<file path="src/hdl/image_error_statistics_core_macros.svh">
// Assertion macros for the image error statistics core.
// Included by the top module, which checks its own pipeline invariants.
`ifndef IMAGE_ERROR_STATISTICS_CORE_MACROS_SVH
`define IMAGE_ERROR_STATISTICS_CORE_MACROS_SVH

// Same-cycle implication, disabled during reset.
`define IESC_ASSERT(label, clk, rst_n, ante, cons) \
	label: assert property (@(posedge clk) disable iff (!rst_n) (ante) |-> (cons)) \
		else $error("iesc assertion failed");

// Next-cycle implication, disabled during reset.
`define IESC_ASSERT_NEXT(label, clk, rst_n, ante, cons) \
	label: assert property (@(posedge clk) disable iff (!rst_n) (ante) |=> (cons)) \
		else $error("iesc assertion failed");

`endif

</file>
<file path="src/hdl/iesc_pkg.sv">
// Shared types and constants of the image error statistics core.
// No dependencies; imported by every module of the block.
package iesc_pkg;

	localparam int WINDOW_LEN_DEF     = 8;
	localparam int MAX_LINE_WIDTH_DEF = 8192;
	localparam int LANES              = 3;
	localparam int SAMPLE_W           = 12;
	localparam int SSE_W              = 48;
	localparam int ALARM_W            = 27;
	localparam int LARGE_W            = 26;
	localparam int THR_W              = 12;
	localparam int DIST_W             = 13;
	localparam int CFG_IDX_W          = 2;
	localparam int CFG_DATA_W         = 13;
	localparam int OUT_DEPTH          = 4;

	localparam logic [SAMPLE_W-1:0] LARGE_ERR_LIMIT   = 12'd10;
	localparam logic [THR_W-1:0]    THRESHOLD_RESET   = 12'd10;
	localparam logic [DIST_W-1:0]   DISTANCE_RESET    = 13'd4;

	typedef enum logic [CFG_IDX_W-1:0] {
		CFG_COLOR_MODE       = 2'd0,
		CFG_WINDOW_THRESHOLD = 2'd1,
		CFG_ALARM_DISTANCE   = 2'd2
	} iesc_cfg_index_t;

	typedef struct packed {
		logic [SAMPLE_W-1:0] ref_lane0;
		logic [SAMPLE_W-1:0] ref_lane1;
		logic [SAMPLE_W-1:0] ref_lane2;
		logic [SAMPLE_W-1:0] test_lane0;
		logic [SAMPLE_W-1:0] test_lane1;
		logic [SAMPLE_W-1:0] test_lane2;
		logic [LANES-1:0]    lane_valid;
		logic                end_of_line;
		logic                end_of_frame;
	} iesc_in_t;

	typedef struct packed {
		logic [SSE_W-1:0]    sse_lane0;
		logic [SSE_W-1:0]    sse_lane1;
		logic [SSE_W-1:0]    sse_lane2;
		logic [SAMPLE_W-1:0] max_err_lane0;
		logic [SAMPLE_W-1:0] max_err_lane1;
		logic [SAMPLE_W-1:0] max_err_lane2;
		logic [ALARM_W-1:0]  window_alarm_count;
		logic [LARGE_W-1:0]  large_error_count;
	} iesc_out_t;

	typedef struct packed {
		logic             rgb;
		logic             line_clear;
		logic [THR_W-1:0] threshold;
	} iesc_lane_ctrl_t;

	typedef struct packed {
		logic alarm;
		logic big;
	} iesc_lane_stat_t;

endpackage

</file>
<file path="src/hdl/iesc_lane.sv">
// One lane: absolute error, sliding window and alarm test, squared error sum, maximum.
// Depends on iesc_pkg.
module iesc_lane import iesc_pkg::*; #(
	parameter int WINDOW_LEN = WINDOW_LEN_DEF,
	localparam int SLOT_W = $clog2(WINDOW_LEN),
	localparam int FILL_W = $clog2(WINDOW_LEN + 1)
) (
	input  logic                 clk,
	input  logic                 arst_n,
	input  logic                 accept,
	input  logic [SAMPLE_W-1:0]  ref_sample,
	input  logic [SAMPLE_W-1:0]  test_sample,
	input  logic                 ok,
	input  logic                 v_s1,
	input  iesc_lane_ctrl_t      ctrl,
	input  logic [SLOT_W-1:0]    slot,
	input  logic [FILL_W-1:0]    fill,
	input  logic                 v_s2,
	input  logic                 eof_s2,
	output iesc_lane_stat_t      stat_s2,
	output logic [SSE_W-1:0]     sse_next,
	output logic [SAMPLE_W-1:0]  max_next
);

	localparam int SUM_W  = SAMPLE_W + SLOT_W;
	localparam int THRF_W = THR_W + FILL_W;

	logic [SAMPLE_W-1:0]   ae_s1;
	logic                  ok_s1;
	logic [SAMPLE_W-1:0]   store_q [WINDOW_LEN];
	logic [SUM_W-1:0]      sum_q;
	logic [2*SAMPLE_W-1:0] sq_s2;
	logic                  ok_s2;
	logic [SAMPLE_W-1:0]   max_s2;
	logic [SSE_W-1:0]      sse_q;
	logic [SAMPLE_W-1:0]   max_q;

	logic [SAMPLE_W-1:0] ae_in;
	logic [SAMPLE_W-1:0] ae_m;
	logic [SUM_W-1:0]    new_sum;
	logic [THRF_W-1:0]   thr_fill;
	logic                alarm;
	logic [SSE_W:0]      sse_sum;

	assign ae_in    = (test_sample >= ref_sample) ? test_sample - ref_sample
	                                              : ref_sample - test_sample;
	assign ae_m     = ok_s1 ? ae_s1 : '0;
	assign new_sum  = sum_q - SUM_W'(store_q[slot]) + SUM_W'(ae_m);
	assign thr_fill = THRF_W'(ctrl.threshold) * THRF_W'(fill);
	assign alarm    = ctrl.rgb && ok_s1 && (THRF_W'(new_sum) > thr_fill);

	always_ff @(posedge clk) begin
		if (accept) begin
			ae_s1 <= ae_in;
			ok_s1 <= ok;
		end
	end

	always_ff @(posedge clk or negedge arst_n) begin
		if (!arst_n) begin
			for (int i = 0; i < WINDOW_LEN; i++) store_q[i] <= '0;
			sum_q <= '0;
		end else if (v_s1) begin
			if (ctrl.line_clear) begin
				for (int i = 0; i < WINDOW_LEN; i++) store_q[i] <= '0;
				sum_q <= '0;
			end else if (ctrl.rgb) begin
				store_q[slot] <= ae_m;
				sum_q         <= new_sum;
			end
		end
	end

	always_ff @(posedge clk) begin
		if (v_s1) begin
			sq_s2         <= ae_s1 * ae_s1;
			ok_s2         <= ok_s1;
			max_s2        <= (ctrl.rgb && ok_s1) ? ae_s1 : '0;
			stat_s2.alarm <= alarm;
			stat_s2.big   <= ctrl.rgb && ok_s1 && (ae_s1 > LARGE_ERR_LIMIT);
		end
	end

	assign sse_sum  = {1'b0, sse_q} + (SSE_W+1)'(sq_s2);
	assign sse_next = !ok_s2 ? sse_q : (sse_sum[SSE_W] ? '1 : sse_sum[SSE_W-1:0]);
	assign max_next = (max_s2 > max_q) ? max_s2 : max_q;

	always_ff @(posedge clk or negedge arst_n) begin
		if (!arst_n) begin
			sse_q <= '0;
			max_q <= '0;
		end else if (v_s2) begin
			sse_q <= eof_s2 ? '0 : sse_next;
			max_q <= eof_s2 ? '0 : max_next;
		end
	end

endmodule

</file>
<file path="src/hdl/iesc_merge.sv">
// Merge of lane findings: weighted window alarm count and large error count.
// Depends on iesc_pkg.
module iesc_merge import iesc_pkg::*; #(
	parameter int COL_W = $clog2(MAX_LINE_WIDTH_DEF)
) (
	input  logic                clk,
	input  logic                arst_n,
	input  logic                v_s2,
	input  logic                line_end_s2,
	input  logic                eof_s2,
	input  logic [COL_W-1:0]    col_s2,
	input  iesc_lane_stat_t     stat [LANES],
	input  logic [DIST_W-1:0]   alarm_distance,
	output logic [ALARM_W-1:0]  alarm_next,
	output logic [LARGE_W-1:0]  large_next
);

	logic [COL_W-1:0]   last_q;
	logic [ALARM_W-1:0] alarm_q;
	logic [LARGE_W-1:0] large_q;

	logic [COL_W-1:0]   gap;
	logic               first_near;
	logic               rest_near;
	logic [2:0]         inc;
	logic [1:0]         big_cnt;
	logic               any_alarm;
	logic [ALARM_W:0]   alarm_sum;
	logic [LARGE_W:0]   large_sum;

	assign gap        = col_s2 - last_q;
	assign first_near = DIST_W'(gap) < alarm_distance;
	assign rest_near  = alarm_distance != '0;

	always_comb begin
		logic seen;
		seen    = 1'b0;
		inc     = '0;
		big_cnt = '0;
		for (int i = 0; i < LANES; i++) begin
			if (stat[i].alarm) begin
				inc  = inc + ((seen ? rest_near : first_near) ? 3'd2 : 3'd1);
				seen = 1'b1;
			end
			if (stat[i].big) big_cnt = big_cnt + 2'd1;
		end
		any_alarm = seen;
	end

	assign alarm_sum  = {1'b0, alarm_q} + (ALARM_W+1)'(inc);
	assign alarm_next = alarm_sum[ALARM_W] ? '1 : alarm_sum[ALARM_W-1:0];
	assign large_sum  = {1'b0, large_q} + (LARGE_W+1)'(big_cnt);
	assign large_next = large_sum[LARGE_W] ? '1 : large_sum[LARGE_W-1:0];

	always_ff @(posedge clk or negedge arst_n) begin
		if (!arst_n) begin
			last_q  <= '0;
			alarm_q <= '0;
			large_q <= '0;
		end else if (v_s2) begin
			alarm_q <= eof_s2 ? '0 : alarm_next;
			large_q <= eof_s2 ? '0 : large_next;
			if (line_end_s2) last_q <= '0;
			else if (any_alarm) last_q <= col_s2;
		end
	end

endmodule

</file>
<file path="src/hdl/iesc_out_fifo.sv">
// Result queue between the accumulators and the output channel.
// Depends on iesc_pkg.
module iesc_out_fifo import iesc_pkg::*; #(
	parameter int DEPTH = OUT_DEPTH,
	localparam int PTR_W = $clog2(DEPTH),
	localparam int CNT_W = $clog2(DEPTH + 1)
) (
	input  logic             clk,
	input  logic             arst_n,
	input  logic             push,
	input  iesc_out_t        push_data,
	input  logic             pop,
	output logic             out_valid,
	output iesc_out_t        out_data,
	output logic [CNT_W-1:0] count
);

	iesc_out_t        buf_q [DEPTH];
	logic [PTR_W-1:0] wr_q;
	logic [PTR_W-1:0] rd_q;
	logic [CNT_W-1:0] count_q;

	assign out_valid = count_q != '0;
	assign out_data  = buf_q[rd_q];
	assign count     = count_q;

	always_ff @(posedge clk) begin
		if (push) buf_q[wr_q] <= push_data;
	end

	always_ff @(posedge clk or negedge arst_n) begin
		if (!arst_n) begin
			wr_q    <= '0;
			rd_q    <= '0;
			count_q <= '0;
		end else begin
			if (push) wr_q <= (wr_q == PTR_W'(DEPTH - 1)) ? '0 : wr_q + 1'b1;
			if (pop) rd_q <= (rd_q == PTR_W'(DEPTH - 1)) ? '0 : rd_q + 1'b1;
			if (push && !pop) count_q <= count_q + 1'b1;
			else if (pop && !push) count_q <= count_q - 1'b1;
		end
	end

endmodule

</file>
<file path="src/hdl/image_error_statistics_core.sv">
// Output: out_valid rises once a frame-end request accepted here has passed the s1 and s2
// registers and been written into the result queue; out_stall holds the result there.
// Throughput: one pixel per cycle while in_stall is low. in_stall rises once the 4-entry
// result queue plus frame ends in flight fill it.
// Reset: arst_n clears totals, windows, line position and queue; registers take their
// reset values (RGB mode, threshold 10, distance 4).
`include "image_error_statistics_core_macros.svh"

module image_error_statistics_core import iesc_pkg::*; #(
	parameter int WINDOW_LEN     = WINDOW_LEN_DEF,
	parameter int MAX_LINE_WIDTH = MAX_LINE_WIDTH_DEF
) (
	input  logic                  clk,
	input  logic                  arst_n,
	input  logic                  in_valid,
	output logic                  in_stall,
	input  iesc_in_t              in_data,
	output logic                  out_valid,
	input  logic                  out_stall,
	output iesc_out_t             out_data,
	input  logic                  cfg_we,
	input  logic [CFG_IDX_W-1:0]  cfg_index,
	input  logic [CFG_DATA_W-1:0] cfg_data
);

	localparam int SLOT_W = $clog2(WINDOW_LEN);
	localparam int FILL_W = $clog2(WINDOW_LEN + 1);
	localparam int COL_W  = $clog2(MAX_LINE_WIDTH);
	localparam int CNT_W  = $clog2(OUT_DEPTH + 1);
	localparam logic [COL_W-1:0] COL_MAX = COL_W'(MAX_LINE_WIDTH - 1);

	logic              color_mode_q;
	logic [THR_W-1:0]  threshold_q;
	logic [DIST_W-1:0] distance_q;

	logic              v_s1, eol_s1, eof_s1;
	logic              v_s2, eol_s2, eof_s2;
	logic [COL_W-1:0]  col_s2;
	logic [COL_W-1:0]  col_q;
	logic [SLOT_W-1:0] slot_q;
	logic [FILL_W-1:0] fill_q;

	logic                accept;
	logic                line_clear_s1;
	logic                at_line_start;
	logic                push_s2;
	logic                pop;
	logic [CNT_W-1:0]    q_count;
	logic [CNT_W:0]      claim;
	iesc_lane_ctrl_t     lane_ctrl;
	iesc_lane_stat_t     lane_stat [LANES];
	logic [SAMPLE_W-1:0] ref_arr   [LANES];
	logic [SAMPLE_W-1:0] test_arr  [LANES];
	logic [SSE_W-1:0]    sse_next  [LANES];
	logic [SAMPLE_W-1:0] max_next  [LANES];
	logic [ALARM_W-1:0]  alarm_next;
	logic [LARGE_W-1:0]  large_next;
	iesc_out_t           result;

	// configuration
	always_ff @(posedge clk or negedge arst_n) begin
		if (!arst_n) begin
			color_mode_q <= 1'b0;
			threshold_q  <= THRESHOLD_RESET;
			distance_q   <= DISTANCE_RESET;
		end else if (cfg_we) begin
			unique case (iesc_cfg_index_t'(cfg_index))
				CFG_COLOR_MODE:       color_mode_q <= cfg_data[0];
				CFG_WINDOW_THRESHOLD: threshold_q  <= cfg_data[THR_W-1:0];
				CFG_ALARM_DISTANCE:   distance_q   <= cfg_data[DIST_W-1:0];
				default: ;
			endcase
		end
	end

	// hold requests while queued results plus frame ends in flight fill the queue
	assign claim    = (CNT_W+1)'(q_count) + (CNT_W+1)'(v_s1 && eof_s1)
	                + (CNT_W+1)'(v_s2 && eof_s2);
	assign in_stall = claim >= (CNT_W+1)'(OUT_DEPTH);
	assign accept   = in_valid && !in_stall;

	always_ff @(posedge clk or negedge arst_n) begin
		if (!arst_n) begin
			v_s1 <= 1'b0;
			v_s2 <= 1'b0;
		end else begin
			v_s1 <= accept;
			v_s2 <= v_s1;
		end
	end

	always_ff @(posedge clk) begin
		if (accept) begin
			eol_s1 <= in_data.end_of_line;
			eof_s1 <= in_data.end_of_frame;
		end
		if (v_s1) begin
			eol_s2 <= eol_s1;
			eof_s2 <= eof_s1;
			col_s2 <= col_q;
		end
	end

	assign line_clear_s1 = eol_s1 || eof_s1;

	// line position: advance per pixel up to the last column, drop back at line or frame end
	always_ff @(posedge clk or negedge arst_n) begin
		if (!arst_n) begin
			col_q  <= '0;
			slot_q <= '0;
			fill_q <= FILL_W'(1);
		end else if (v_s1) begin
			if (line_clear_s1) begin
				col_q  <= '0;
				slot_q <= '0;
				fill_q <= FILL_W'(1);
			end else if (col_q < COL_MAX) begin
				col_q  <= col_q + 1'b1;
				slot_q <= (slot_q == SLOT_W'(WINDOW_LEN - 1)) ? '0 : slot_q + 1'b1;
				if (fill_q != FILL_W'(WINDOW_LEN)) fill_q <= fill_q + 1'b1;
			end
		end
	end

	assign at_line_start = (col_q == '0) && (slot_q == '0) && (fill_q == FILL_W'(1));

	assign lane_ctrl.rgb        = !color_mode_q;
	assign lane_ctrl.line_clear = line_clear_s1;
	assign lane_ctrl.threshold  = threshold_q;

	assign ref_arr[0]  = in_data.ref_lane0;
	assign ref_arr[1]  = in_data.ref_lane1;
	assign ref_arr[2]  = in_data.ref_lane2;
	assign test_arr[0] = in_data.test_lane0;
	assign test_arr[1] = in_data.test_lane1;
	assign test_arr[2] = in_data.test_lane2;

	for (genvar g = 0; g < LANES; g++) begin : g_lane
		iesc_lane #(.WINDOW_LEN(WINDOW_LEN)) u_lane (
			.clk        (clk),
			.arst_n     (arst_n),
			.accept     (accept),
			.ref_sample (ref_arr[g]),
			.test_sample(test_arr[g]),
			.ok         (in_data.lane_valid[g]),
			.v_s1       (v_s1),
			.ctrl       (lane_ctrl),
			.slot       (slot_q),
			.fill       (fill_q),
			.v_s2       (v_s2),
			.eof_s2     (eof_s2),
			.stat_s2    (lane_stat[g]),
			.sse_next   (sse_next[g]),
			.max_next   (max_next[g])
		);
	end

	iesc_merge #(.COL_W(COL_W)) u_merge (
		.clk           (clk),
		.arst_n        (arst_n),
		.v_s2          (v_s2),
		.line_end_s2   (eol_s2 || eof_s2),
		.eof_s2        (eof_s2),
		.col_s2        (col_s2),
		.stat          (lane_stat),
		.alarm_distance(distance_q),
		.alarm_next    (alarm_next),
		.large_next    (large_next)
	);

	assign result.sse_lane0          = sse_next[0];
	assign result.sse_lane1          = sse_next[1];
	assign result.sse_lane2          = sse_next[2];
	assign result.max_err_lane0      = max_next[0];
	assign result.max_err_lane1      = max_next[1];
	assign result.max_err_lane2      = max_next[2];
	assign result.window_alarm_count = alarm_next;
	assign result.large_error_count  = large_next;

	assign push_s2 = v_s2 && eof_s2;
	assign pop     = out_valid && !out_stall;

	iesc_out_fifo #(.DEPTH(OUT_DEPTH)) u_out_fifo (
		.clk      (clk),
		.arst_n   (arst_n),
		.push     (push_s2),
		.push_data(result),
		.pop      (pop),
		.out_valid(out_valid),
		.out_data (out_data),
		.count    (q_count)
	);

	`IESC_ASSERT(a_queue_room, clk, arst_n, push_s2, (q_count < CNT_W'(OUT_DEPTH)) || pop)
	`IESC_ASSERT_NEXT(a_line_restart, clk, arst_n, v_s1 && line_clear_s1, at_line_start)
	`IESC_ASSERT(a_fill_range, clk, arst_n, 1'b1, (fill_q != '0) && (fill_q <= FILL_W'(WINDOW_LEN)))

endmodule

</file>
<file path="config.mk">
export PLATFORM = sky130hd
export DESIGN_NAME = image_error_statistics_core
export DESIGN_NICKNAME = d
export VERILOG_FILES = /design/src/hdl/iesc_pkg.sv /design/src/hdl/iesc_lane.sv /design/src/hdl/iesc_merge.sv /design/src/hdl/iesc_out_fifo.sv /design/src/hdl/image_error_statistics_core.sv
export VERILOG_INCLUDE_DIRS = /design/src /design/src/hdl
export SDC_FILE = /design/constraint.sdc
export NUM_CORES = 2
export LEC_CHECK = 0
export ABC_AREA = 1
export BUFFER_PORTS_ARGS = -buffer_cell sky130_fd_sc_hd__buf_2
export CORE_MARGIN = 2
export CORE_UTILIZATION = 42
export CTS_CLUSTER_SIZE = 30
export DETAILED_ROUTE_END_ITERATION = 6
export SLEW_MARGIN = 20
export SYNTH_ARGS = -nofsm -noshare
export SYNTH_HDL_FRONTEND = slang
export SYNTH_HIERARCHICAL = 1
export SYNTH_SLANG_ARGS = --single-unit
</file>
<file path="constraint.sdc">
create_clock -name clk -period 11.7 [get_ports clk]
set_input_delay 1.755 -clock clk [delete_from_list [all_inputs] [get_ports clk]]
set_output_delay 1.755 -clock clk [all_outputs]
set_load 0.01 [all_outputs]
</file>
# == Word level (Yosys, flattened, before mapping) ==
# Memory sizes are Yosys's and may differ from the RTL's.
# Index checks and enable logic that the tools add are counted.
# classes
bitwise_logic,1
n_addsub,31
n_mul,4
eq_ne,7
reduce_logical,37
order_cmp,17
n_mux,81
# op_table
operator,n
$mux 96,6
$mux 48,9
$bwmux 96,3
$mux 12,19
$add 48x24->49,3
$bmux 12 s3,3
$mux 15,6
$mul 12x12->24,3
$sub 12x12->12,6
$mux 27,2
$mux 13,4
$mux 26,2
$gt 15x16->1,3
$add 15x12->15,3
$sub 15x12->15,3
$demux 12 s3,1
$ge 12x12->1,3
$gt 12x12->1,3
$gt 12x4->1 const B,3
$add 27x3->28,1
$add 26x2->27,1
$mux 3,8
$logic_and 1x1->1,16
$mul 12x4->16,1
32 further kinds,66
# word_totals
out_inout_bits,235
ramBits,932
memories,1
ff_bits,807
inputBits,97
# mem_list
name,words,width,read_ports,rd_clocked_by_memory_dff,write_ports,line,source
u_out_fifo.buf_q,4,233,1,0,1,iesc_out_fifo.sv:18,iesc_out_t buf_q [DEPTH];

# == Longest topological paths before layout ==
# depth
ltp_word,11
ltp_mapped,39

# == Hierarchy ==
# The synthesis kept the hierarchy.
# by_module_without_submodules
mod,cells_per_inst,n_inst,area_each_um2
iesc_out_fifo,2770,1,37041.8
iesc_lane at g_lane[0].u_lane,2695,1,20342.0
iesc_lane at g_lane[1].u_lane,2720,1,20338.3
iesc_lane at g_lane[2].u_lane,2709,1,20294.5
iesc_merge,841,1,5635.4
image_error_statistics_core,289,1,2787.7

# == Least setup slack after synthesis ==
# Ideal clock, no wire load.
# synth_timing
kind,register -> register
from,register v_s2
to,memory u_out_fifo/buf_q[0][0] in the netlist's numbering (enable)
arrival_time_ps,5414
setup_time_ps,585
synth_period_minus_slack_ps,5999
required_ps,11115
path_slack_ps,5701
path_stages_with_launch,5
path_cell_list,dfrtp_1 -> nand2_1 -> inv_1 -> nand2_1 -> inv_1
# synth_via
elab_chain_len,3
# synth_lines
item,line,source
start: declaration,image_error_statistics_core.sv:37,"logic v_s2, eol_s2, eof_s2;"
start signal: assignment,image_error_statistics_core.sv:88,v_s2 <= v_s1;
$logic_and 1x1->1,image_error_statistics_core.sv:180,assign push_s2 = v_s2 && eof_s2;
via push_s2,image_error_statistics_core.sv:46,logic push_s2;
$mux 1,iesc_out_fifo.sv:28,if (push) buf_q[wr_q] <= push_data;
$mux 1 (not written as such),iesc_out_fifo.sv:28,
end: declaration,iesc_out_fifo.sv:18,
# The timed path passes the listed nets, and every way through them passes these cells.

# == Final worst setup path ==
# layout_timing
from,register col_s2[0]
to,register u_merge.alarm_q[8]
# layout_via
elab_chain_len,11
word_cells_on_any_way,15
cone_classes,add/sub (4); order compare (1); mux (10)
# layout_lines
item,line,source
start: declaration,image_error_statistics_core.sv:38,logic [COL_W-1:0] col_s2;
start signal: assignment,image_error_statistics_core.sv:100,col_s2 <= col_q;
$sub 13x13->13 *,iesc_merge.sv:31,assign gap = col_s2 - last_q;
$lt 13x13->1 *,iesc_merge.sv:32,assign first_near = DIST_W'(gap) < alarm_distance;
$mux 2 or $mux 1 (tied branches),iesc_merge.sv:42,inc = inc + ((seen ? rest_near : first_near) ? 3'd2 : 3'd1);
$mux 3 or $mux 2 (tied branches),"iesc_merge.sv:41, iesc_merge.sv:42",
$add 3x3->3,iesc_merge.sv:42,
$mux 3,iesc_merge.sv:41,if (stat[i].alarm) begin
$add 3x3->3,iesc_merge.sv:42,
$mux 3 *,iesc_merge.sv:41,
$add 27x3->28 *,iesc_merge.sv:50,"assign alarm_sum = {1'b0, alarm_q} + (ALARM_W+1)'(inc);"
$mux 27 *,iesc_merge.sv:51,assign alarm_next = alarm_sum[ALARM_W] ? '1 : alarm_sum[ALARM_W-1:0];
via alarm_next[8],image_error_statistics_core.sv:56,logic [ALARM_W-1:0] alarm_next;
$mux 27 *,iesc_merge.sv:61,alarm_q <= eof_s2 ? '0 : alarm_next;
end signal: assignment,iesc_merge.sv:61,
end: declaration,iesc_merge.sv:19,logic [ALARM_W-1:0] alarm_q;
# The timed path passes the listed nets; every way through them passes the cells marked *.
# A chain may end at the register's enable or synchronous reset.

==> out/metrics.yaml <==
clock_tree:
  ctsResizeCount: 0
  cts_made_buffers: 187
  cts_buffer_depth: 3
  cts_hold_buf: 0
  clock_latency_ns: 0.88
  clk_pin_slew_ns: 0.06
  cts-root-buf: "clkbuf_16"
  clock-sinks: 1736
  cts_max_level: 4
  cts_tree: "built"
  post_cts_buffers: 0
job:
  drv_cap: 0
status:
  status: "finished, violations left"
  failed_checks: "design-rule violations"
global_route:
  grt_use_total_pct: 21.9
  grt_overflow_total: 0
  grt_pass1_wl_um: 447000
  grt_start_max_net_pins: 253
  antenna_found_initial: 9
  grt_pass1_vias: 79300
critical_path:
  path_max_fanout: 25
  cp_slowest_cell: "xor2_1"
  cpPeakStageDelay_ns: 0.68
  crit_family: "simple AND/OR/NAND/NOR gates"
  cp.required_ns: 12.43
  reg2reg_slack_ns: 4.78
  r2r_cells: 35
  r2r_end: "u_merge/alarm_q[8]$_DFFE_PN0P_"
  path_class: "reg -> reg"
  end_kind: "flop"
  worstPathArrival_ns: 7.64
  reg2reg_from: "col_s2[0]$_DFFE_PP_"
  worstPathBufferInverterCount: 3
  start_kind: "flop"
  timing.critical_path.mode_cell: "nand2_1"
  worstSetupStartpoint: "col_s2[0]$_DFFE_PP_"
yosys:
  syn_nets: 13000
  syn_inst: 12000
  synth-edff-count: 1102
  synth.distinct_cells: 72
  synthesis.area_mm2: 0.106
  avgSynthCellArea_um2: 8.85
  synth-seq-cells: 1736
  yosysSeqAreaShare_pct: 46.0
  ys_async_sr_fraction_pct: 36.5
  ys_warn_count: 6
  synth_ff_type: "edfxtp_1"
final_layout:
  drive_above_1_share_pct: 7.88
  syn2layout_area_growth_pct: 10.4
  nFillCells: 23800
  layout.nets: 13200
drt:
  drc: 1
  drtIter0Drc: 6030
  avgRoutedWirePerCell_um: 18.1
  num_vias: 81000
  viasPerCell: 5.15
  firstDrtPassIters: 7
  drtAntennaViolNets: 0
  routed_wl_um: 284000
floorplanning:
  fp-row-count: 184
  io_pins: 332
  die_h_um: 507
  dieArea_mm2: 0.257
  start_util_pct: 42.3
  die_w_um: 507
  core_area_mm2: 0.252
sta:
  final.period_utilization_pct: 59.1
  finalHoldViolCount: 0
  clock.fmax_mhz: 145
  worstMarginPinSlew_ns: 1.18
  setup_viol: 0
  fin_crit_ns: 6.92
  fin_skew_ns: 0.0677
  drv_slew: 0
  rsz0062_at_grt: "false"
  finalSetupTns_ns: 0
  relSlewSlack_pct: 20.8
worst_hold_path:
  min_path_type: "reg -> reg"
  worstHoldStart: "g_lane[2].u_lane/store_q[0]$_DFFE_PN0P_"
  whs_path_depth: 2
  whs_endpoint: "g_lane[2].u_lane/store_q[0]$_DFFE_PN0P_"
place:
  hpwl_um: 199000
  place_congestion: 0.905
  numPortBuffers: 331
-- cells by family (layout without fill, tap and decap cells) --
family | Yosys count | in the layout | synth area share (%)
AO/OA/AOI/OAI | 1715 | 1715 | 10.2
XOR/XNOR | 265 | 265 | 2.18
adder cells (fa/ha/maj) | 892 | 892 | 13.0
buffers and inverters | 2792 | 3136 | 10.2
flip-flops | 1736 | 1736 | 46.0
multiplexers | 1 | 1 | 0.0106
other | 0 | 5 | 0
AND/OR/NAND/NOR | 4623 | 4623 | 18.5
-- registers in the layout, indices dropped and copies added (netlist names), 4 cells and up --
name and cells:
threshold_q 12, u_merge/last_q 13, u_merge/large_q 26, u_merge/alarm_q 27, distance_q 13, g_lane.u_lane/sum_q 45
col_s2 13, g_lane.u_lane/stat_s2 6, g_lane.u_lane/sse_q 144, g_lane.u_lane/max_s2 36, g_lane.u_lane/sq_s2 69, u_out_fifo/buf_q 932
col_q 13, g_lane.u_lane/store_q 288, g_lane.u_lane/ae_s1 36, g_lane.u_lane/max_q 36, fill_q 4
-- Yosys cell counts (all sizes together) (10+ instances only) --
master	instances	area (µm²)
o22ai	241	1510
o211ai	474	3560
a31oi	11	75.1
fa	350	7010
nor2	422	1710
o21bai	26	195
o2111ai	22	193
clkinv	10	37.5
or2	72	450
o21ai	470	2370
ha	542	6780
dfrtp	630	15800
nand2	3221	12200
edfxtp	1102	33100
xnor2	101	885
nor3	106	616
nand3	637	3580
clkbuf	235	887
xor2	164	1440
buf	179	1040
a21oi	287	1470
a21o	25	188
nand4	84	538
inv	2368	8890
a211oi	10	75.1
a21boi	51	420
o21a	14	105
nand3b	32	257
nor4	32	200
a221oi	39	342
a22oi	27	203
-- area by class of cell --
class	instances	area [µm²]	share of cell area, %
flip-flops and latches	1736	49000	41.7
multi-input cells	7496	46700	39.7
inverters	2378	8980	7.64
clock buffers	257	5200	4.42
well taps	3348	4190	3.56
repair buffers	403	2290	1.94
clock inverters	98	1220	1.04
diodes	5	12.5	0.0106
-- worst register-to-register path, delay by kind of cell (launching register included) --
kind	cells	cell delay, ns
xor gates and xnor gates	1	0.68
AOI/OAI and AO/OA	3	0.57
buffers and inverters	3	0.19
adders and majority gates	7	2.47
and+or+nand+nor	21	2.55
DFF	1	0.35
-- cell usage in the layout (no fill, tap or decap), types with 101 or more instances in the layout --
cell type and count:
nand2_1 3196, inv_1 2336, edfxtp_1 1102, dfrtp_1 627, nand3_1 566, ha_1 542, o211ai_1 474, o21ai_0 432
nor2_1 393, fa_1 350, buf_2 330, a21oi_1 281, o22ai_1 241, clkbuf_16 190, xor2_1 164, xnor2_1 101
-- worst max-delay path by stage --
stage	slack [ns]	cells past startpoint	end
final	4.78	35	u_merge/alarm_q[8]$_DFFE_PN0P_
after global routing	4.28	36	u_merge/alarm_q[8]$_DFFE_PN0P_
after CTS	4.83	35	u_merge/alarm_q[8]$_DFFE_PN0P_
after detailed placement	4.80	35	u_merge/alarm_q[8]$_DFFE_PN0P_
after global placement	4.84	35	u_merge/alarm_q[8]$_DFFE_PN0P_
after floorplan	5.70	4	u_out_fifo/buf_q[0][0]$_DFFE_PP_
-- layer usage --
layer  global-route usage (%)  vias up  part of all wire (%)
li1                         -    39400                     -
met1                     30.9    39300                    46
met2                     35.7     1960                    46
met3                     2.64      333                   5.1
met4                     5.48        2                   2.2
met5                        0        -                0.0025
-- through the flow --
step	setup WS (ns)	util [%]	instance area (µm²)	hold WS (ns)	instances
2_1_floorplan	5.70	-	106000	0.424	12000
3_3_place_gp	4.84	44.2	111000	0.467	15400
3_5_place_dp	4.80	44.2	111000	0.474	15400
4_1_cts	4.83	46.7	118000	0.490	15700
5_1_grt	4.28	46.7	118000	0.500	15700
6_report	4.78	46.7	118000	0.487	15700
Power is left out: the tool's default activity adds up to more than one toggle a clock period on the data nets, which glitch-free logic cannot reach.
